**config.mk**
```make
export PLATFORM = sky130hd
export DESIGN_NAME = htwd_queue
export DESIGN_NICKNAME = d
export VERILOG_FILES = /design/src/hw/rtl/htwd_pkg.sv /design/src/hw/rtl/htwd_queue.sv
export VERILOG_INCLUDE_DIRS = /design/src /design/src/hw/rtl
export SDC_FILE = /design/constraint.sdc
export NUM_CORES = 1
export LEC_CHECK = 0
export BUFFER_PORTS_ARGS = -buffer_cell sky130_fd_sc_hd__clkbuf_2
export CORE_MARGIN = 4
export CORE_UTILIZATION = 51
export DETAILED_ROUTE_END_ITERATION = 8
export PLACE_DENSITY_LB_ADDON = 0.08
export SLEW_MARGIN = 10
export SYNTH_ARGS = -nofsm -noshare
export SYNTH_HDL_FRONTEND = slang
export SYNTH_SLANG_ARGS = --single-unit
```
**constraint.sdc**
```tcl
create_clock -name clock -period 2.25 [get_ports clock]
set_clock_uncertainty 0.05 [all_clocks]
set_input_delay 0.225 -clock clock [delete_from_list [all_inputs] [get_ports clock]]
set_output_delay 0.225 -clock clock [all_outputs]
set_load 0.01 [all_outputs]
```
**src/hw/rtl/huffman_tree_walk_decoder_core_defines.svh**
```systemverilog
// Assertion helpers shared by the queue and back-end modules.
`ifndef HUFFMAN_TREE_WALK_DECODER_CORE_DEFINES_SVH
`define HUFFMAN_TREE_WALK_DECODER_CORE_DEFINES_SVH

// Property must hold at every clock edge outside reset.
`define HTWD_ASSERT(label, clk, rst, prop, msg) \
   label: assert property (@(posedge clk) disable iff (rst) prop) \
      else $error(msg);

// Condition must never be seen outside reset.
`define HTWD_NEVER(label, clk, rst, expr, msg) \
   label: assert property (@(posedge clk) disable iff (rst) !(expr)) \
      else $error(msg);

`endif

```
**src/hw/rtl/htwd_pkg.sv**
```systemverilog
package htwd_pkg;

   // table and length sizing
   localparam int NODE_COUNT  = 255;
   localparam int LENGTH_BITS = 24;
   localparam int NODE_BITS   = 8;
   localparam int NADDR_BITS  = (NODE_COUNT > 2) ? $clog2(NODE_COUNT) : 1;
   localparam int CHILD_BITS  = 9;
   localparam int ENTRY_BITS  = 2 * CHILD_BITS;
   localparam int BYTE_BITS   = 8;
   localparam int BITCNT_BITS = 3;

   // command queue sizing (power of two)
   localparam int QUEUE_DEPTH = 4;
   localparam int QPTR_BITS   = $clog2(QUEUE_DEPTH);
   localparam int QCNT_BITS   = QPTR_BITS + 1;

   typedef logic [1:0]             op_type;
   typedef logic [NODE_BITS-1:0]   node_type;
   typedef logic [CHILD_BITS-1:0]  child_type;
   typedef logic [ENTRY_BITS-1:0]  entry_type;
   typedef logic [LENGTH_BITS-1:0] length_type;
   typedef logic [BYTE_BITS-1:0]   byte_type;
   typedef logic [BITCNT_BITS-1:0] bitcnt_type;

   // op codes on the request channel
   localparam op_type OP_LOAD  = 2'd0;
   localparam op_type OP_START = 2'd1;
   localparam op_type OP_BYTE  = 2'd2;

   localparam node_type   ROOT_NODE = 8'd254;
   localparam bitcnt_type BIT_LAST  = 3'd7;

   typedef enum logic [1:0] {
      CMD_LOAD,
      CMD_START,
      CMD_BYTE
   } cmd_kind_type;

   // classified command held in the queue
   typedef struct packed {
      cmd_kind_type kind;
      node_type     node_index;
      child_type    zero_child;
      child_type    one_child;
      byte_type     comp_byte;
      logic         final_byte;
      length_type   out_length;
   } cmd_type;

   typedef struct packed {
      logic full;
      logic empty;
   } queue_status_type;

   typedef struct packed {
      byte_type out_byte;
      logic     has_byte;
      logic     chunk_done;
      logic     cut_short;
   } result_type;

   typedef enum logic [1:0] {
      BK_IDLE,
      BK_WALK,
      BK_SHORT
   } back_state_type;

endpackage

```
**src/hw/rtl/htwd_queue.sv**
```systemverilog
`include "huffman_tree_walk_decoder_core_defines.svh"

module htwd_queue (
   input  logic                       clock,
   input  logic                       reset,
   input  logic                       push,
   input  htwd_pkg::cmd_type          push_cmd,
   input  logic                       pop,
   output htwd_pkg::cmd_type          pop_cmd,
   output htwd_pkg::queue_status_type q_status
);

   htwd_pkg::cmd_type                  slot_ff [htwd_pkg::QUEUE_DEPTH];
   logic [htwd_pkg::QPTR_BITS-1:0]     wr_ptr_ff, wr_ptr_in;
   logic [htwd_pkg::QPTR_BITS-1:0]     rd_ptr_ff, rd_ptr_in;
   logic [htwd_pkg::QCNT_BITS-1:0]     count_ff, count_in;

   assign q_status.full  = count_ff == htwd_pkg::QCNT_BITS'(htwd_pkg::QUEUE_DEPTH);
   assign q_status.empty = count_ff == '0;
   assign pop_cmd        = slot_ff[rd_ptr_ff];

   // pointer and fill count updates
   always_comb begin
      wr_ptr_in = push ? wr_ptr_ff + 1'b1 : wr_ptr_ff;
      rd_ptr_in = pop  ? rd_ptr_ff + 1'b1 : rd_ptr_ff;
      count_in  = count_ff;
      if (push && !pop) begin
         count_in = count_ff + 1'b1;
      end else if (pop && !push) begin
         count_in = count_ff - 1'b1;
      end
   end

   always_ff @(posedge clock) begin
      if (reset) begin
         wr_ptr_ff <= '0;
         rd_ptr_ff <= '0;
         count_ff  <= '0;
      end else begin
         wr_ptr_ff <= wr_ptr_in;
         rd_ptr_ff <= rd_ptr_in;
         count_ff  <= count_in;
      end
   end

   always_ff @(posedge clock) begin
      if (push) begin
         slot_ff[wr_ptr_ff] <= push_cmd;
      end
   end

   `HTWD_NEVER(a_q_no_overflow, clock, reset, push && q_status.full, "queue push while full")
   `HTWD_NEVER(a_q_no_underflow, clock, reset, pop && q_status.empty, "queue pop while empty")
   `HTWD_ASSERT(a_q_count_hold, clock, reset, !push && !pop |=> $stable(count_ff), "count moved")

endmodule

```
==> results by group <==
Status
  • Run status: completed

Clock tree
  • CTS root buf: sky130_fd_sc_hd__clkbuf_16
  • Worst-path clk slew: 60 ps
  • Maximum buffer depth of the clock tree: 3
  • Number of clock sinks seen by CTS: 253
  • Clock latency reported for the late side of the worst-skew pair: 500 ps
  • H-tree Lvls: 1
  • Post-CTS setup buffers: 0
  • TritonCTS buffer count: 25
  • TritonCTS clock tree: built

Critical path
  • Data arrival time at the worst-slack endpoint: 1870 ps
  • Required @ worst endpoint: 1980 ps
  • Type of destination of the critical path: output port
  • Worst reg-to-reg path cell count: 4
  • Sort of element at the start of the critical path: flip-flop
  • Startpoint of the most critical register-to-register path: wr_ptr_ff[0]$_SDFFE_PP0P_
  • Critical register-to-register path endpoint: slot_ff[2][23]$_DFFE_PP_
  • Worst-path fanout max: 23
  • Worst Path Class, Setup: reg -> out
  • Register-to-Register Setup Slack: 670 ps

STA
  • Number of endpoints failing setup at the final stage: 0
  • Worst slew slack as a fraction of its limit: 74.3%
  • Final critical delay including setup and external delays: 2150 ps
  • Hold Fails Final Rpt: 0
  • Share of the clock period used by the worst path: 95.3%
  • Pin slew with the least headroom to its limit: 385 ps
  • Maximum clock frequency: 0.466 GHz
  • Final TNS setup: 0 ps
  • Total count of max-transition violations in the final report: 0
  • Setup repair after global routing missed its margin: no

Global routing
  • Via count of the first global-routing pass: 4791
  • Congestion Overflow GR: 0
  • Pin count of the biggest net entering global routing: 39
  • Wire length of the first global-routing pass: 25900 um
  • Number of antenna violations at the first check in global routing: 0
  • Global Route Usage Sum: 16.7%

Drt
  • Total routed wirelength: 16600 um
  • DR WL/cell: 20.2 um
  • Remaining DRCs: 0
  • Post-route antenna net violation count: 0
  • Vias after detailed routing: 4353
  • Starting DRT DRC Count: 175
  • Number of iterations in the first detailed-routing pass: 4
  • Routed vias/inst: 5.30

Logic synthesis
  • Synth top area share: 78.8%
  • Post-Synthesis Mean Instance Area: 25.6 um^2
  • Synth Register Bits: 253
  • Synth Cell Area: 9300 um^2
  • Count of different cell masters after synthesis: 23
  • Cell type with the highest aggregate area in the netlist: sky130_fd_sc_hd__edfxtp_1
  • Predominant post-synthesis flop cell: sky130_fd_sc_hd__edfxtp_1
  • Cells after Synth: 363
  • Post-synthesis sequential area ratio: 80.7%
  • Most common cell in the synthesized netlist: sky130_fd_sc_hd__edfxtp_1
  • List of most frequent post-synthesis cells: sky130_fd_sc_hd__edfxtp_1 (244), sky130_fd_sc_hd__mux4_2 (60), sky130_fd_sc_hd__dfxtp_1 (9), sky130_fd_sc_hd__nor2_1 (7)
  • Biggest area contributors in the synthesized netlist: sky130_fd_sc_hd__edfxtp_1 (79%), sky130_fd_sc_hd__mux4_2 (15%), sky130_fd_sc_hd__dfxtp_1 (1.9%), sky130_fd_sc_hd__buf_12 (1.3%), sky130_fd_sc_hd__ha_1 (0.67%)
  • Share of synthesized flip-flops with an asynchronous set or reset: 0%
  • Net count after synthesis: 434
  • Syn. warnings: 0
  • Number of synthesized flops with an enable pin: 244

Placed design
  • Number of port buffers: 127
  • Detailed placement HPWL: 9850 um
  • RD Place Congestion: 0.742
  • # placed instances: 716

Layout
  • Total number of nets in the final design: 649
  • Number of inserted filler cells in the final layout: 1222
  • Diodes inserted: 0
  • Final non-filler cell total: 822
  • Fraction of final layout cells with drive strength greater than 1: 39.6%
  • Area growth from synthesis to final layout: 25.6%

Die
  • DIE WIDTH: 143 um
  • Core box area: 18000 um^2
  • Die outline area: 20500 um^2
  • Rows: 49
  • Die boundary height: 143 um
  • Initial core utilization: 51.8%
  • IO Pins: 128

Pwr
  • Areal power density over the cells: 881 nW/um^2
  • Worst ir drop on vdd: 0.520 mV
  • Static leakage power: 4.03 nW

Flow run
  • Max Cap Violations: 0

Hold path
  • Hold path depth: 3
  • End of the worst hold path: wr_ptr_ff[0]$_SDFFE_PP0P_
  • Min-Delay Startpoint: push
  • Kind of path behind the tightest hold check: in -> reg
sequential cells by signal, indices dropped and copies added, names as in the netlist, named ones only:
register	cells
count_ff	3
rd_ptr_ff	2
slot_ff	244
wr_ptr_ff	2
power breakdown:
group / internal (mW) / switching (mW)
clock network: 2.13 / 1.55
logic: 0.569 / 0.550
registers: 5.41 / 0.0764
total: 8.10 / 2.18
layer usage:
metal | wire length [um] | vias to the layer above | GRT usage (%)
met5 | 0 | - | 0
met4 | 398 | 0 | 5.10
met3 | 801 | 35 | 3.01
met2 | 8470 | 111 | 28.5
met1 | 6910 | 2228 | 22.1
li1 | - | 1979 | -
worst max-delay path by stage:
stage | endpoint | slack (ps) | cells past startpoint | startpoint
after floorplan | slot_ff[2][0]$_DFFE_PP_ | 460 | 3 | wr_ptr_ff[0]$_SDFFE_PP0P_
after global placement | count_ff[2]$_SDFFE_PP0P_ | 520 | 7 | push
after detailed placement | count_ff[2]$_SDFFE_PP0P_ | 440 | 7 | push
after CTS | pop_cmd[4] | 10 | 3 | flip-flop
after global routing | pop_cmd[18] | 10 | 3 | flip-flop
final | pop_cmd[34] | 100 | 3 | flip-flop
repair_timing:
item                                    in CTS  in global routing
hold endpoints to repair                   253                  0
hold buffers                                63                  0
resized for setup                            2                  0
pin swaps                                    0                  0
endpoints found under the setup margin       1                 31
cloned                                       0                  1
metrics by stage:
| stage | hold WS, ps | cell area [um^2] | worst slack (ps) | total power [mW] | utilization [%] |
|---|---|---|---|---|---|
| 3_5_place_dp | 396 | 10300 | 444 | 6.63 | 57.3 |
| 3_3_place_gp | 388 | 10300 | 519 | 6.60 | 57.3 |
| 6_report | 44.3 | 11700 | 105 | 10.3 | 65.0 |
| 5_1_grt | 68.0 | 11700 | 10.1 | 10.7 | 65.0 |
| 2_1_floorplan | 274 | 9300 | 456 | 6.19 | - |
| 4_1_cts | 33.4 | 11600 | 10.2 | 10.4 | 64.9 |
cell usage in the layout, fill, tap and decap left out, types with 2 or more instances in the layout:
cell	Yosys	layout
sky130_fd_sc_hd__and2_4	0	4
sky130_fd_sc_hd__buf_12	6	10
sky130_fd_sc_hd__clkbuf_1	1	5
sky130_fd_sc_hd__clkbuf_16	0	26
sky130_fd_sc_hd__clkbuf_2	0	127
sky130_fd_sc_hd__clkinv_1	0	9
sky130_fd_sc_hd__clkinv_2	0	2
sky130_fd_sc_hd__dfxtp_1	9	7
sky130_fd_sc_hd__dfxtp_4	0	2
sky130_fd_sc_hd__dlygate4sd3_1	0	63
sky130_fd_sc_hd__edfxtp_1	244	244
sky130_fd_sc_hd__ha_1	5	5
sky130_fd_sc_hd__inv_1	4	4
sky130_fd_sc_hd__mux2i_1	2	2
sky130_fd_sc_hd__mux4_2	60	61
sky130_fd_sc_hd__nor2_1	7	7
sky130_fd_sc_hd__xnor2_1	2	2
sky130_fd_sc_hd__xor2_1	3	3
area by class of cell:
class | count | area (um^2) | area share, %
flip-flops and latches | 253 | 7510 | 64.4
multi-input cells | 91 | 1610 | 13.8
repair buffers | 203 | 1530 | 13.1
clock buffers | 30 | 644 | 5.52
well taps | 229 | 287 | 2.45
clock inverters | 12 | 73.8 | 0.632
inverters | 4 | 15.0 | 0.129
cell families after synthesis:
logic type               Yosys count  share of synthesized area [%]
multiplexers                      63                           15.0
adder cells (fa/ha/maj)            6                          0.888
buffers and inverters             19                           1.98
AND/OR/NAND/NOR                   15                          0.794
AO/OA/AOI/OAI                      2                          0.108
XOR/XNOR                           5                          0.471
flip-flops                       253                           80.7
critical path, stage by stage, from the launching register on:
cell	delay [ps]
sky130_fd_sc_hd__dfxtp_4	420
sky130_fd_sc_hd__buf_12	240
sky130_fd_sc_hd__mux4_2	550
sky130_fd_sc_hd__clkbuf_2	150
No activity file was read; power rests on OpenSTA's default activity.
