File: src/hw/rtl/huffman_tree_walk_decoder_core_defines.svh
// Assertion helpers shared by the queue and back-end modules.
`ifndef HUFFMAN_TREE_WALK_DECODER_CORE_DEFINES_SVH
`define HUFFMAN_TREE_WALK_DECODER_CORE_DEFINES_SVH

// Property must hold at every clock edge outside reset.
`define HTWD_ASSERT(label, clk, rst, prop, msg) \
   label: assert property (@(posedge clk) disable iff (rst) prop) \
      else $error(msg);

// Condition must never be seen outside reset.
`define HTWD_NEVER(label, clk, rst, expr, msg) \
   label: assert property (@(posedge clk) disable iff (rst) !(expr)) \
      else $error(msg);

`endif

File: src/hw/rtl/htwd_pkg.sv
package htwd_pkg;

   // table and length sizing
   localparam int NODE_COUNT  = 255;
   localparam int LENGTH_BITS = 24;
   localparam int NODE_BITS   = 8;
   localparam int NADDR_BITS  = (NODE_COUNT > 2) ? $clog2(NODE_COUNT) : 1;
   localparam int CHILD_BITS  = 9;
   localparam int ENTRY_BITS  = 2 * CHILD_BITS;
   localparam int BYTE_BITS   = 8;
   localparam int BITCNT_BITS = 3;

   // command queue sizing (power of two)
   localparam int QUEUE_DEPTH = 4;
   localparam int QPTR_BITS   = $clog2(QUEUE_DEPTH);
   localparam int QCNT_BITS   = QPTR_BITS + 1;

   typedef logic [1:0]             op_type;
   typedef logic [NODE_BITS-1:0]   node_type;
   typedef logic [CHILD_BITS-1:0]  child_type;
   typedef logic [ENTRY_BITS-1:0]  entry_type;
   typedef logic [LENGTH_BITS-1:0] length_type;
   typedef logic [BYTE_BITS-1:0]   byte_type;
   typedef logic [BITCNT_BITS-1:0] bitcnt_type;

   // op codes on the request channel
   localparam op_type OP_LOAD  = 2'd0;
   localparam op_type OP_START = 2'd1;
   localparam op_type OP_BYTE  = 2'd2;

   localparam node_type   ROOT_NODE = 8'd254;
   localparam bitcnt_type BIT_LAST  = 3'd7;

   typedef enum logic [1:0] {
      CMD_LOAD,
      CMD_START,
      CMD_BYTE
   } cmd_kind_type;

   // classified command held in the queue
   typedef struct packed {
      cmd_kind_type kind;
      node_type     node_index;
      child_type    zero_child;
      child_type    one_child;
      byte_type     comp_byte;
      logic         final_byte;
      length_type   out_length;
   } cmd_type;

   typedef struct packed {
      logic full;
      logic empty;
   } queue_status_type;

   typedef struct packed {
      byte_type out_byte;
      logic     has_byte;
      logic     chunk_done;
      logic     cut_short;
   } result_type;

   typedef enum logic [1:0] {
      BK_IDLE,
      BK_WALK,
      BK_SHORT
   } back_state_type;

endpackage

File: src/hw/rtl/htwd_req_if.sv
interface htwd_req_if;
   logic        valid;
   logic        ready;
   logic [1:0]  op;
   logic [7:0]  node_index;
   logic [8:0]  zero_child;
   logic [8:0]  one_child;
   logic [7:0]  comp_byte;
   logic        final_byte;
   logic [23:0] out_length;

   modport source (
      output valid, op, node_index, zero_child, one_child, comp_byte, final_byte,
             out_length,
      input  ready
   );
   modport sink (
      input  valid, op, node_index, zero_child, one_child, comp_byte, final_byte,
             out_length,
      output ready
   );
endinterface

File: src/hw/rtl/htwd_front.sv
module htwd_front (
   input  logic                      clock,
   input  logic                      reset,
   htwd_req_if.sink                  req_ch,
   input  htwd_pkg::queue_status_type q_status,
   output logic                      push,
   output htwd_pkg::cmd_type         push_cmd
);

   logic              stage_valid_ff, stage_valid_in;
   htwd_pkg::cmd_type stage_cmd_ff, stage_cmd_in;
   htwd_pkg::cmd_type classed;
   logic              accept;
   logic              keep;

   // stage drains into the queue whenever there is room
   assign push     = stage_valid_ff && !q_status.full;
   assign push_cmd = stage_cmd_ff;
   assign req_ch.ready = !stage_valid_ff || push;
   assign accept   = req_ch.valid && req_ch.ready;

   // classify the incoming word; unused op codes are dropped here
   always_comb begin
      classed.kind       = htwd_pkg::CMD_LOAD;
      classed.node_index = req_ch.node_index;
      classed.zero_child = req_ch.zero_child;
      classed.one_child  = req_ch.one_child;
      classed.comp_byte  = req_ch.comp_byte;
      classed.final_byte = req_ch.final_byte;
      classed.out_length = htwd_pkg::length_type'(req_ch.out_length);
      keep = 1'b0;
      case (req_ch.op)
         htwd_pkg::OP_LOAD: begin
            classed.kind = htwd_pkg::CMD_LOAD;
            keep = accept;
         end
         htwd_pkg::OP_START: begin
            classed.kind = htwd_pkg::CMD_START;
            keep = accept;
         end
         htwd_pkg::OP_BYTE: begin
            classed.kind = htwd_pkg::CMD_BYTE;
            keep = accept;
         end
         default: begin
            keep = 1'b0;
         end
      endcase
   end

   // stage register next values
   always_comb begin
      stage_valid_in = stage_valid_ff;
      stage_cmd_in   = stage_cmd_ff;
      if (keep) begin
         stage_valid_in = 1'b1;
         stage_cmd_in   = classed;
      end else if (push) begin
         stage_valid_in = 1'b0;
      end
   end

   always_ff @(posedge clock) begin
      if (reset) begin
         stage_valid_ff <= 1'b0;
      end else begin
         stage_valid_ff <= stage_valid_in;
      end
   end

   always_ff @(posedge clock) begin
      stage_cmd_ff <= stage_cmd_in;
   end

endmodule

File: src/flat_wrapper.sv
// flat-port wrapper written by rule: the top's interface ports become plain ports
module htwd_front_flat 
  (clock, reset, q_status, push, push_cmd, req_ch_valid, req_ch_op, req_ch_node_index, req_ch_zero_child, req_ch_one_child, req_ch_comp_byte, req_ch_final_byte, req_ch_out_length, req_ch_ready);
  htwd_req_if req_ch_i ();
  input  logic clock;
  input  logic reset;
  input  htwd_pkg::queue_status_type q_status;
  output logic push;
  output htwd_pkg::cmd_type push_cmd;
  input wire logic [$bits(req_ch_i.valid)-1:0] req_ch_valid;
  input wire logic [$bits(req_ch_i.op)-1:0] req_ch_op;
  input wire logic [$bits(req_ch_i.node_index)-1:0] req_ch_node_index;
  input wire logic [$bits(req_ch_i.zero_child)-1:0] req_ch_zero_child;
  input wire logic [$bits(req_ch_i.one_child)-1:0] req_ch_one_child;
  input wire logic [$bits(req_ch_i.comp_byte)-1:0] req_ch_comp_byte;
  input wire logic [$bits(req_ch_i.final_byte)-1:0] req_ch_final_byte;
  input wire logic [$bits(req_ch_i.out_length)-1:0] req_ch_out_length;
  output wire logic [$bits(req_ch_i.ready)-1:0] req_ch_ready;
  assign req_ch_i.valid = req_ch_valid;
  assign req_ch_i.op = req_ch_op;
  assign req_ch_i.node_index = req_ch_node_index;
  assign req_ch_i.zero_child = req_ch_zero_child;
  assign req_ch_i.one_child = req_ch_one_child;
  assign req_ch_i.comp_byte = req_ch_comp_byte;
  assign req_ch_i.final_byte = req_ch_final_byte;
  assign req_ch_i.out_length = req_ch_out_length;
  assign req_ch_ready = req_ch_i.ready;
  htwd_front u_core (.clock(clock), .reset(reset), .req_ch(req_ch_i), .q_status(q_status), .push(push), .push_cmd(push_cmd));
endmodule
File: config.mk
export PLATFORM = sky130hd
export DESIGN_NAME = htwd_front_flat
export DESIGN_NICKNAME = d
export VERILOG_FILES = /design/src/hw/rtl/huffman_tree_walk_decoder_core_defines.svh /design/src/hw/rtl/htwd_pkg.sv /design/src/hw/rtl/htwd_req_if.sv /design/src/hw/rtl/htwd_front.sv /design/src/flat_wrapper.sv
export SDC_FILE = /design/constraint.sdc
export NUM_CORES = 1
export LEC_CHECK = 0
export BUFFER_PORTS_ARGS = -buffer_cell sky130_fd_sc_hd__buf_2
export CAP_MARGIN = 5
export CORE_MARGIN = 2
export CORE_UTILIZATION = 43
export DETAILED_ROUTE_END_ITERATION = 8
export GPL_ROUTABILITY_DRIVEN = 0
export MAX_ROUTING_LAYER = met4
export PLACE_DENSITY = 0.84
export SLEW_MARGIN = 15
export SYNTH_ARGS = -nofsm -noshare
export SYNTH_HDL_FRONTEND = slang
export SYNTH_SLANG_ARGS = --single-unit
export TNS_END_PERCENT = 10
File: constraint.sdc
create_clock -name clock -period 5 [get_ports clock]
set_input_delay 1 -clock clock [delete_from_list [all_inputs] [get_ports clock]]
set_output_delay 1 -clock clock [all_outputs]
set_load 0.01 [all_outputs]
==> out/qor.yml, run 1 <==
worstReg2RegEnd: "u_core.push_cmd[49]$_DFFE_PP_"
rows: 24
skew_ns: 0.00437
via_per_inst: 4.47
place_ws_ns: 2.01
worstSetupStartpoint: "req_ch_op[0]"
antenna_found_initial: 0
ff2ff_path_depth: 2
die_x_um: 70.6
clockBufferDepth: 2
cts_setup_buffers: 0
cp-end-kind: "register"
min_to: "u_core.stage_valid_ff$_SDFFE_PP0P_"
syn-cell-area_um2: 1900
critPathRequiredTime_ns: 4.98
post-route-util: 0.647
yosys_register_bits: 62
cts_tree: "done"
arrival_ns: 2.62
ctsHoldBuffers: 0
start_kind: "input port"
cts_made_buffers: 9
power_density_nw_per_um2: 393
synth_cells: 69
fp.coreArea_um2: 4320
finalInstanceArea_um2: 2800
rsz0062_at_grt: "false"
drtIter0Drc: 36
path_class: "input port to register"
reg2reg_from: "u_core.stage_valid_ff$_SDFFE_PP0P_"
finalCriticalPeriod_ns: 2.64
die_h_um: 70.6
ctsResizeCount: 0
drive_above_1_share: 0.679
wire_per_inst_um: 15.6
slew_headroom: 0.362
n_antenna_cell: 0
hold_slack_ns: 0.538
setup_viol: 0
drt_wl_total_um: 4110
clock_sinks: 62
timing.critical_path.fanout_max: 31
ys_seq_area_frac: 0.972
worst_pin_slew_ns: 0.954
r2r_setup_slack_ns: 3.03
post_synth_num_cell_types: 7
die-area_um2: 4980
timing.final.ws_setup_ns: 2.36
track_usage: 0.182
min_period_over_period: 0.528
maxCapViolations: 0
fin_nets: 274
yosys_warnings: 0
max_freq_mhz: 379
drc: 0
syn_nets: 135
place_area_um2: 2620
port_buffers: 127
grt_max_degree: 32
report.final.hold_viol_count: 0
grt-ovfl-total: 0
first_global_vias: 1278
p_leak_nw: 1.21
start_util: 0.440
cts.htree.levels: 3
min_from: "u_core.stage_valid_ff$_SDFFE_PP0P_"
ir_worst_vdd_v: 0.000242
antenna_left: 0
status: "completed"
pin_count: 129
min_path_cells: 2
clk_latency_ns: 0.32
vias: 1179
syn_area_per_cell_um2: 27.6
firstDrtPassIters: 4
finalSetupTns_ns: 0
final_cells: 264
power_mw: 1.10
clk_pin_slew_ns: 0.06
grt_pass1_wl_um: 6120
clock-root-buffer: "clkbuf_8"
slew_violations: 0
area_growth_syn_to_layout_pct: 47.0
worstHoldPathType: "register to register"
dp.cells: 249
-- sequential cells by signal, summed over array words and instances (netlist names) --
signal	count
u_core.stage_valid_ff	1
u_core.push_cmd	61
-- power breakdown --
part | internal (mW) | switching (mW)
combinational | 0.0382 | 0.0482
sequential | 0.608 | 0.00726
clock | 0.224 | 0.174
total | 0.870 | 0.230
-- final cells by class --
| class | count | area, um2 |
|---|---|---|
| tap | 52 | 65.1 |
| timing repair buffer | 128 | 643 |
| clock buffer | 10 | 128 |
| sequential | 62 | 1850 |
| clock inverter | 5 | 51.3 |
| fill | 329 | 1530 |
| multi-input combinational | 7 | 60.1 |
-- cell usage after synthesis, drive strengths merged --
master | count | area share
a21oi | 2 | 0.0092
a21bo | 1 | 0.0053
nand2 | 1 | 0.0020
dfxtp | 1 | 0.011
edfxtp | 61 | 0.96
and2b | 1 | 0.0046
nor2b | 2 | 0.0066
-- worst max-delay path by stage --
stage | cells past startpoint | endpoint
final | 4 | u_core.push_cmd[49]$_DFFE_PP_
after global routing | 4 | u_core.push_cmd[49]$_DFFE_PP_
after CTS | 4 | u_core.push_cmd[38]$_DFFE_PP_
after detailed placement | 4 | u_core.push_cmd[11]$_DFFE_PP_
after global placement | 4 | u_core.push_cmd[11]$_DFFE_PP_
after floorplan | 2 | u_core.push_cmd[0]$_DFFE_PP_
-- worst max-delay path, cell delays in order --
cell     delay [ns]
buf_2          0.12
a21bo_1        0.25
a21oi_4        0.74
buf_4          0.50
-- metal layers --
layer	routed length [um]	share of wire	global-route usage	vias to the layer above
met4	25	0.0061	0.0692	0
met2	2210	0.54	0.292	80
met5	0	0	-	-
met3	470	0.11	0.107	2
met1	1410	0.34	0.182	545
li1	-	-	-	552
-- logic make-up (layout without fill, tap and decap cells) --
| kind of cell | count (synthesis) | after routing | synth area share |
|---|---|---|---|
| AO/OA/AOI/OAI | 3 | 3 | 0.0145 |
| buffers and inverters | 0 | 143 | 0 |
| flip-flops | 62 | 62 | 0.972 |
| AND/OR/NAND/NOR | 4 | 4 | 0.0131 |
-- layout by cell type, fill, tap and decap left out --
cell type / n
a21oi_4: 1
a21bo_1: 1
a21oi_2: 1
clkinvlp_4: 1
clkbuf_8: 9
edfxtp_1: 61
bufinv_16: 1
nand2_1: 1
buf_2: 127
buf_4: 1
clkbuf_1: 1
dfxtp_1: 1
nor2b_1: 2
clkinv_1: 1
clkinv_2: 2
and2b_2: 1
No activity file was read; power rests on OpenSTA's default activity.
==> run 2: changes to the inputs <==
- CORE_UTILIZATION: 43 -> 36
- PLACE_DENSITY: 0.84 -> 0.76
- clock period: 5 -> 2.1 ns (I/O delays scaled with it)
==> run 2 against run 1 <==
Total power up 140%. Critical path depth down 2. Sequential share of layout area down 0.67 points. Die area up 18%. Clock power up 130%. Setup slack worse by 1.7 ns. Design area up 1.0%. Highest routed layer unchanged. Combinational power up 140%. Sequential power up 140%. Final cell count up 7.2%. Count of clock-buffer cells in the layout down 1. Utilization down 9.4 points.
==> out/qor.yml, run 2 (synthesis results as in run 1) <==
status: "completed"
rsz0062_at_grt: "false"
die_x_um: 76.7  # +8.8%
worstSetupStartpoint: "u_core.stage_valid_ff$_SDFFE_PP0P_"
clk_latency_ns: 0.32  # about the same
report.final.hold_viol_count: 0  # unchanged
cp_slowest_cell: "dfxtp_1"
pin_count: 129  # unchanged
worst_pin_slew_ns: 0.453  # -0.501 ns
drtIter0Drc: 45  # +25%
rows: 26  # +8.3%
via_per_inst: 4.09  # -8.4%
cts_tree: "done"
first_global_vias: 1222  # -4.4%
drive_above_1_share: 0.676  # -0.00319
die_h_um: 76.7  # +8.8%
grt_pass1_wl_um: 5650  # -7.7%
start_util: 0.373  # -0.0675
firstDrtPassIters: 4  # unchanged
die-area_um2: 5890  # +18%
cts.htree.levels: 3  # unchanged
critPathRequiredTime_ns: 1.68  # -3.30 ns
grt_max_degree: 39  # +22%
reg2reg_from: "u_core.stage_valid_ff$_SDFFE_PP0P_"
ff2ff_path_depth: 2  # unchanged
drc: 0  # unchanged
place_area_um2: 2650  # +1.1%
ir_worst_vdd_v: 0.000595  # +150%
ctsResizeCount: 0  # unchanged
wire_per_inst_um: 13.4  # -14%
p_leak_nw: 1.21  # +0.25%
clk_pin_slew_ns: 0.07  # about the same
finalSetupTns_ns: 0  # unchanged
clockBufferDepth: 2  # unchanged
skew_ns: 0.00996  # +0.00559 ns
finalCriticalPeriod_ns: 1.42
cp-end-kind: "output pin"
port_buffers: 127  # unchanged
setup_viol: 0  # unchanged
drt_wl_total_um: 3790  # -7.9%
clock_sinks: 62  # unchanged
dpl.hpwl_um: 2910
arrival_ns: 1.00  # -1.62 ns
layout_commonest_cell: "buf_2"
fp.coreArea_um2: 5110  # +18%
slowest_delay_ns: 0.40  # -0.34 ns
fin_nets: 275  # +0.36%
final_cell_mix: "buf_2 (127), edfxtp_1 (61), clkbuf_8 (9), clkinv_1 (3)"
maxCapViolations: 0  # unchanged
largest_reg_flops: 61  # unchanged
min_period_over_period: 0.676
path_cells: "nor2b_1 -> buf_2"
clock-root-buffer: "clkbuf_8"
ctsHoldBuffers: 0  # unchanged
slew_violations: 0  # unchanged
antenna_left: 0  # unchanged
worstReg2RegEnd: "u_core.push_cmd[3]$_DFFE_PP_"
power_density_nw_per_um2: 919  # +130%
path_class: "register to output pin"
crit_end: "push"
max_freq_mhz: 705
cts_setup_buffers: 0  # unchanged
power_mw: 2.60  # +140%
finalInstanceArea_um2: 2830  # +1.0%
r2r_setup_slack_ns: 0.81  # -2.22 ns
slew_headroom: 0.698  # +0.336
vias: 1158  # -1.8%
antenna_found_initial: 0  # unchanged
start_kind: "register"
n_antenna_cell: 0  # unchanged
area_growth_syn_to_layout_pct: 48.5
track_usage: 0.140  # -0.0413
grt-ovfl-total: 0  # unchanged
worstHoldPathType: "input port to register"
cts_made_buffers: 9  # unchanged
timing.critical_path.fanout_max: 3  # -90%
[run 2: cell types whose count changed in the layout (fill, tap and decap cells not counted), sizes merged]
cell,delta
clkinv,+1
clkbuf,-1
buf,+1
[run 2: cell type report]
| cell class | count | area, um2 |
|---|---|---|
| multi-input cells | 7 | 60.1 |
| repair buffers | 129 | 651 |
| fillers | 416 | 2280 |
| clock inverters | 6 | 53.8 |
| well taps | 70 | 87.6 |
| clock buffers | 9 | 124 |
| flip-flops and latches | 62 | 1850 |
[run 2: through the flow]
step / util / setup slack, ns / hold WS, ns / std cells
floorplan: - / 0.0106 / 0.482 / 69
global placement: 0.519 / 0.441 / 0.521 / 268
detailed placement: 0.519 / 0.409 / 0.527 / 268
CTS: 0.554 / 0.672 / 0.227 / 283
global route: 0.554 / 0.633 / 0.229 / 283
finish: 0.554 / 0.681 / 0.243 / 283
[run 2: worst min-delay path by stage]
stage	from	to	slack (ns)	cells past startpoint
2_1_floorplan	reset	u_core.stage_valid_ff$_SDFFE_PP0P_	0.48	1
3_3_place_gp	u_core.stage_valid_ff$_SDFFE_PP0P_	u_core.stage_valid_ff$_SDFFE_PP0P_	0.52	2
3_5_place_dp	u_core.stage_valid_ff$_SDFFE_PP0P_	u_core.stage_valid_ff$_SDFFE_PP0P_	0.53	2
4_1_cts	reset	u_core.stage_valid_ff$_SDFFE_PP0P_	0.23	2
5_1_grt	reset	u_core.stage_valid_ff$_SDFFE_PP0P_	0.23	2
6_report	reset	u_core.stage_valid_ff$_SDFFE_PP0P_	0.24	2
[run 2: report_power, final]
part / internal [mW] / switching [mW] / total (mW)
logic: 0.0926 / 0.111 / 0.204
registers: 1.45 / 0.0165 / 1.46
clock network: 0.526 / 0.407 / 0.933
[run 2: critical path: cells and delay by family (launching register included)]
kind / cells / cell delay, ns
AND/OR/NAND/NOR: 1 / 0.14
flip-flops: 1 / 0.40
buffers and inverters: 1 / 0.13
[run 2: layer usage]
metal	track usage	vias up	wire length (um)
li1	-	554	-
met4	0.0873	0	63
met3	0.0506	7	379
met5	-	-	0
met1	0.154	515	1420
met2	0.218	82	1930
